==> config.mk <==
export PLATFORM = sky130hd
export DESIGN_NAME = sitdc_ctrl
export DESIGN_NICKNAME = d
export VERILOG_FILES = /design/src/sv/sitdc_pkg.sv /design/src/sv/sitdc_ctrl.sv
export SDC_FILE = /design/constraint.sdc
export NUM_CORES = 1
export LEC_CHECK = 0
export ABC_AREA = 1
export BUFFER_PORTS_ARGS = -buffer_cell sky130_fd_sc_hd__buf_2
export CAP_MARGIN = 20
export CORE_AREA = 2 2 39 41
export CTS_CLUSTER_DIAMETER = 60
export CTS_CLUSTER_SIZE = 30
export DETAILED_ROUTE_END_ITERATION = 12
export DIE_AREA = 0 0 41 43
export PLACE_DENSITY = 0.47
export SYNTH_ARGS = -nofsm -noshare
export SYNTH_HDL_FRONTEND = slang
export SYNTH_SLANG_ARGS = --single-unit
==> constraint.sdc <==
create_clock -name clk -period 1.6 [get_ports clk]
set_clock_uncertainty 0.05 [all_clocks]
set_input_delay 0.08 -clock clk [delete_from_list [all_inputs] [get_ports clk]]
set_output_delay 0.08 -clock clk [all_outputs]
set_load 0.005 [all_outputs]
==> src/sv/sitdc_pkg.sv <==
// package: types and constants for the integer to decimal text converter
package sitdc_pkg;

  localparam int VALUE_W    = 32;
  localparam int CHAR_W     = 6;
  localparam int DIGIT_W    = 4;
  localparam int MAX_DIGITS = 10;
  localparam int CNT_W      = $clog2(MAX_DIGITS + 1);
  localparam int PROD_W     = 2 * VALUE_W;
  localparam int Q_SHIFT    = 35;

  localparam logic [CHAR_W-1:0]  CODE_MINUS = 6'd45;
  localparam logic [CHAR_W-1:0]  CODE_ZERO  = 6'd48;
  localparam logic [VALUE_W-1:0] RECIP_TEN  = 32'hCCCC_CCCD;

  typedef enum logic [1:0] {
    ST_IDLE,
    ST_DIV,
    ST_SIGN,
    ST_EMIT
  } state_t;

  typedef struct packed {
    logic load;
    logic div;
    logic pop;
    logic minus;
  } cmd_t;

  typedef struct packed {
    logic q_zero;
    logic negative;
    logic one_left;
  } stat_t;

endpackage

==> src/sv/sitdc_ctrl.sv <==
// controller: state machine sequencing division and character output
module sitdc_ctrl
  import sitdc_pkg::*;
(
  input  logic  clk,
  input  logic  rst,
  input  logic  start,
  input  stat_t stat,
  output cmd_t  cmd,
  output logic  busy,
  output logic  strobe,
  output logic  last
);

  state_t state, state_next;

  always_ff @(posedge clk) begin
    if (rst) begin
      state <= ST_IDLE;
    end else begin
      state <= state_next;
    end
  end

  always_comb begin
    state_next = state;
    cmd        = '0;
    busy       = 1'b1;
    strobe     = 1'b0;
    last       = 1'b0;
    case (state)
      ST_IDLE: begin
        busy = 1'b0;
        if (start) begin
          cmd.load   = 1'b1;
          state_next = ST_DIV;
        end
      end
      ST_DIV: begin
        cmd.div = 1'b1;
        if (stat.q_zero) begin
          state_next = stat.negative ? ST_SIGN : ST_EMIT;
        end
      end
      ST_SIGN: begin
        cmd.minus  = 1'b1;
        strobe     = 1'b1;
        state_next = ST_EMIT;
      end
      ST_EMIT: begin
        cmd.pop = 1'b1;
        strobe  = 1'b1;
        last    = stat.one_left;
        if (stat.one_left) begin
          state_next = ST_IDLE;
        end
      end
      default: begin
        state_next = ST_IDLE;
      end
    endcase
  end

endmodule

==> impl_metrics.tcl, run 1 <==
set metrics [dict create \
    r2r_start "state[0]$_SDFFE_PP0P_" \
    cts_hold_buf 1 \
    hp-start "stat[1]" \
    via_count 236 \
    rsz0062_at_grt "false" \
    hold_end "state[0]$_SDFFE_PP0P_" \
    ant_nets 0 \
    core.rowCount 14 \
    post_cts_buffers 0 \
    routed_via_density 3.47 \
    worst_setup_path_end_kind "primary output" \
    start_util_pct 16.1 \
    drc 0 \
    antenna_found_initial 0 \
    dieHeight_um 43 \
    multi_input_area_sq_um 141 \
    fmax_mhz 687 \
    cp.arrival_ns 1.33 \
    r2r-end "state[0]$_SDFFE_PP0P_" \
    wl_per_cell_um 7.07 \
    critPathKind "reg2out" \
    initialDrtViolationCount 1 \
    fin_crit_ns 1.46 \
    ys_top_cells_by_count "11 x inv_1, 11 x nand2_1, 5 x ha_1, 3 x nand3_1" \
    gp_congestion 0.708 \
    startpoint "state[0]$_SDFFE_PP0P_" \
    tritoncts "built" \
    top_regs "state (2)" \
    start_kind "flop" \
    slew_headroom_pct 88.8 \
    setup_tns_ns 0 \
    gr-usage-all-layers_pct 6.41 \
    cts.clk_slew.worst_paths_ns 0.03 \
    rrSetupSlack_ns 0.31 \
    yosys_most_used_dff "dfxtp_1" \
    port_buffers 12 \
    cp_data_required_time_ns 1.47 \
    async_flop_share_pct 0 \
    synth_cell_types 8 \
    drive_gt1_share_pct 32.7 \
    cts-root-buf "clkbuf_4" \
    seqCellArea_sq_um 40.0 \
    holdPathStages 6 \
    ys_seq_area_share_pct 18.0 \
    hp-class "in2reg" \
    largest_register "state" \
    syn_to_final_growth_pct 50.6 \
    synth.avg_cell_area_sq_um 6.19 \
    fin_crit_sh_pct 91.0 \
    cts_sinks 2 \
    grt_remaining_overflow 0 \
    cap_violations 0 \
    path_max_fanout 5 \
    ys_warn_count 0 \
    die_x_um 41 \
    synth.ff_latch_count 2 \
    synth_edf_count 0 \
    final_area_sq_um 335 \
    synthesis.area_sq_um 223 \
    fillers 170 \
    cts.path.max_buffers 2 \
    power_density_nw_per_um2 1500 \
    tightest_slew_ns 0.168 \
    grt_pass1_vias 213 \
    clk_latency_ns 0.22 \
    cts_buffers 3 \
    synth_top_area_share_pct 28.1 \
    die_area_sq_um 1760 \
    p_leak_nw 0.230 \
    htree_num_levels 1 \
    setup_violations 0 \
    vdd.ir_drop.worst_uv 585 \
    num_antenna_cells 0 \
    synth_top_cell_by_area "ha_1" \
    io_pins 13 \
    hold_viol_final 0 \
    cts_resized 0 \
    synthCells 36 \
    grt_max_degree 6 \
    synth_nets 47 \
    synth.area.top_cells "ha_1 28%, inv_1 19%, nand2_1 19%" \
    totalWireLength_um 481 \
    grt_pass1_wl_um 710 \
    place_area_sq_um 303 \
    status "finished, final reports clean" \
    largest_register_ffs 2 \
    core_sq_um 1380 \
    firstDrtPassIters 2 \
    nets 65 \
    maxSlewViolCount 0 \
    r2r_cells 7 \
]
worst max-delay path by stage:
stage | to | slack [ns]
after floorplan | state[0]$_SDFFE_PP0P_ | 0.43
after global placement | state[0]$_SDFFE_PP0P_ | 0.29
after detailed placement | state[0]$_SDFFE_PP0P_ | 0.31
after CTS | strobe | 0.13
after global routing | strobe | 0.07
final | strobe | 0.14
placed cells by master (no fill, tap or decap):
cell type,n
nand3_1,3
nor2_2,1
clkbuf_4,3
nand2_1,11
dfxtp_1,2
or2_2,1
ha_1,5
buf_2,12
inv_1,11
dlygate4sd3_1,1
a21oi_1,2
power breakdown:
group | switching (W) | internal [W]
logic | 0.000155 | 0.000138
clock network | 0.0000292 | 0.0000828
registers | 0.0000265 | 0.0000721
layout make-up:
| type | count | area share (%) |
|---|---|---|
| Multi-Input combinational cell | 23 | 42.2 |
| Tap cell | 16 | 5.97 |
| Sequential cell | 2 | 11.9 |
| Timing Repair Buffer | 13 | 20.9 |
| Clock buffer | 3 | 6.72 |
| Inverter | 11 | 12.3 |
kinds of logic after synthesis:
logic type      count (synthesis)  share of synthesized area (%)
fa+ha+maj                       5                           28.1
compound gates                  2                           4.49
flops                           2                           18.0
buf+inv                        11                           18.5
simple gates                   16                           30.9
metrics by stage:
| stage | hold slack, ns | power (W) | utilization (%) | cells | setup WS (ns) |
|---|---|---|---|---|---|
| finish | 0.197 | 0.000503 | 24.2 | 68 | 0.143 |
| global route | 0.248 | 0.000570 | 24.2 | 68 | 0.0668 |
| CTS | 0.196 | 0.000520 | 24.2 | 68 | 0.127 |
| detailed placement | 0.211 | 0.000395 | 21.9 | 64 | 0.310 |
| global placement | 0.213 | 0.000403 | 21.9 | 64 | 0.289 |
| floorplan | 0.0991 | 0.000293 | - | 36 | 0.435 |
critical path: stages, from the launching register on:
cell	delay, ns
dfxtp_1	0.39
inv_1	0.11
ha_1	0.22
or2_2	0.26
buf_2	0.13
routing by layer:
metal	track usage (%)	up-vias	wire length [um]
li1	-	137	-
met1	6.07	95	205
met2	9.38	4	253
met3	1.57	0	22
met4	8.00	0	0
met5	0	-	0
(Power assumes the default switching activity.)
==> inputs of run 2 (changes only) <==
- ABC_AREA: 1 -> unset
- PLACE_DENSITY: 0.47 -> 0.48
==> run 2 against run 1 <==
  * Largest power group unchanged
  * Synthesized cell count fell by 25%
  * Combinational power increased by 18%
  * Die area unchanged
  * Setup slack improved by 0.021 ns
  * Fmax increased by 1.4%
==> impl_metrics.tcl, run 2 <==
set metrics [dict create \
    final_area_sq_um 350 \
    grt_max_degree 6 \
    post_cts_buffers 0 \
    fmax_mhz 696 \
    synth.ff_latch_count 2 \
    worst_setup_path_end_kind "primary output" \
    dieHeight_um 43 \
    largest_register "state" \
    r2r_start "state[1]$_SDFFE_PP0P_" \
    hp-start "stat[2]" \
    crit_path_max_incr_delay_ns 0.35 \
    cts_hold_buf 1 \
    tritoncts "built" \
    synth.avg_cell_area_sq_um 8.80 \
    core_sq_um 1380 \
    critPathTopFamily "flip-flops" \
    totalWireLength_um 542 \
    setup_tns_ns 0 \
    htree_num_levels 1 \
    yosys_most_used_dff "dfxtp_1" \
    cts_resized 0 \
    yosysMostFrequentCell "ha_1" \
    grt_remaining_overflow 0 \
    setup_violations 0 \
    ys_warn_count 0 \
    synth.area.top_cells "ha_1 26%, dfxtp_1 17%, and2b_1 9.5%" \
    critPathBufInv 2 \
    cap_violations 0 \
    maxSlewViolCount 0 \
    vdd.ir_drop.worst_uv 540 \
    synth_nets 38 \
    path_max_fanout 5 \
    cts_sinks 2 \
    p_leak_nw 0.196 \
    tightest_slew_ns 0.275 \
    stdcell_count 59 \
    synth_top_cell_by_area "ha_1" \
    dp_cells 55 \
    layout_common_cells "12 x buf_2, 5 x ha_1, 4 x inv_1" \
    ant_nets 0 \
    cts-root-buf "clkbuf_4" \
    cts.path.max_buffers 2 \
    place_area_sq_um 318 \
    port_buffers 12 \
    synth_edf_count 0 \
    cp.arrival_ns 1.31 \
    routed_via_density 3.93 \
    async_flop_share_pct 0 \
    slew_headroom_pct 81.6 \
    start_kind "flop" \
    cp_cell_sequence "inv_1, ha_1, or2_2, buf_2" \
    ys_seq_area_share_pct 16.8 \
    top_regs "state (2)" \
    fin_crit_ns 1.44 \
    syn_to_final_growth_pct 47.4 \
    grt_pass1_wl_um 993 \
    wl_per_cell_um 9.19 \
    via_count 232 \
    synthCells 27 \
    synth_cell_types 17 \
    drc 0 \
    num_antenna_cells 0 \
    die_area_sq_um 1760 \
    power_density_nw_per_um2 1600 \
    startpoint "state[0]$_SDFFE_PP0P_" \
    io_pins 13 \
    synth_top_area_share_pct 26.3 \
    initialDrtViolationCount 2 \
    hp-class "in2reg" \
    largest_register_ffs 2 \
    gp_congestion 0.694 \
    cp_data_required_time_ns 1.47 \
    synthesis.area_sq_um 238 \
    pre_cts_ws_ns 0.188 \
    firstDrtPassIters 2 \
    nets 56 \
    layout_commonest_cell "buf_2" \
    drive_gt1_share_pct 44.2 \
    grt_pass1_vias 253 \
    hold_viol_final 0 \
    ys_top_cells_by_count "5 x ha_1, 4 x inv_1, 3 x and2b_1, 2 x dfxtp_1" \
    gr-usage-all-layers_pct 9.11 \
    cts_buffers 3 \
    fin_crit_sh_pct 89.8 \
    cts.clk_slew.worst_paths_ns 0.03 \
    rsz0062_at_grt "false" \
    antenna_found_initial 0 \
    clk_latency_ns 0.23 \
    critPathSlowestCell "dfxtp_1" \
    die_x_um 41 \
    status "finished, final reports clean" \
    core.rowCount 14 \
    start_util_pct 17.2 \
    critPathKind "reg2out" \
    setup_ws_ns 0.164 \
]
==> run 2: cell count changes after synthesis, sizes merged, moves of 2 or more <==
cell / before / now
nand3: 3 / 0
nand2: 11 / 0
or2b: 0 / 2
and2b: 0 / 3
and2: 0 / 2
inv: 11 / 4
==> run 2: final timing paths <==
kind                      endpoint  slack, ns  depth (start not counted)
max                         strobe       0.16                          4
min          state[1]$_SDFFE_PP0P_       0.26                          4
max reg2reg  state[0]$_SDFFE_PP0P_       0.17                          5
min reg2reg  state[1]$_SDFFE_PP0P_       0.50                          2
==> run 2: layout make-up <==
| class | count | area (sq um) |
|---|---|---|
| clock buffer | 3 | 22.5 |
| fill | 158 | 1030 |
| inverter | 4 | 15.0 |
| multi-input combinational | 21 | 183 |
| sequential | 2 | 40.0 |
| tap | 16 | 20.0 |
| timing repair buffer | 13 | 70.1 |
==> run 2: through the flow <==
step           hold slack, ns  total power [W]  util, %
2_1_floorplan          0.0962         0.000325        -
3_3_place_gp            0.223         0.000445     23.0
3_5_place_dp            0.225         0.000446     23.0
4_1_cts                 0.256         0.000572     25.3
5_1_grt                 0.287         0.000631     25.3
6_report                0.261         0.000561     25.3
==> run 2: power by group <==
part / internal, W / total, W / switching (W)
Combinational: 0.000170 / 0.000346 / 0.000176
Clock: 0.0000830 / 0.000114 / 0.0000310
Sequential: 0.0000740 / 0.000101 / 0.0000267
==> run 2: cells by family after synthesis <==
| family | after synthesis | share of synthesized area, % |
|---|---|---|
| buffers and inverters | 4 | 6.31 |
| AO/OA/AOI/OAI | 5 | 18.4 |
| AND/OR/NAND/NOR | 11 | 32.1 |
| flip-flops | 2 | 16.8 |
| adder cells (fa/ha/maj) | 5 | 26.3 |
==> run 2: worst reg2reg max path, stage by stage, from the launching register on <==
cell and delay (ns):
dfxtp_1 0.40, inv_1 0.11, ha_1 0.23, or2b_1 0.19, o2111ai_1 0.12, a221oi_2 0.24
==> run 2: per-layer routing <==
metal  share of wire, %  vias to the layer above  GRT usage, %
li1                   -                      126             -
met5                  0                        -             0
met3                5.2                        0          4.71
met2                 53                        4          13.4
met4                  0                        0          8.00
met1                 42                      102          8.60
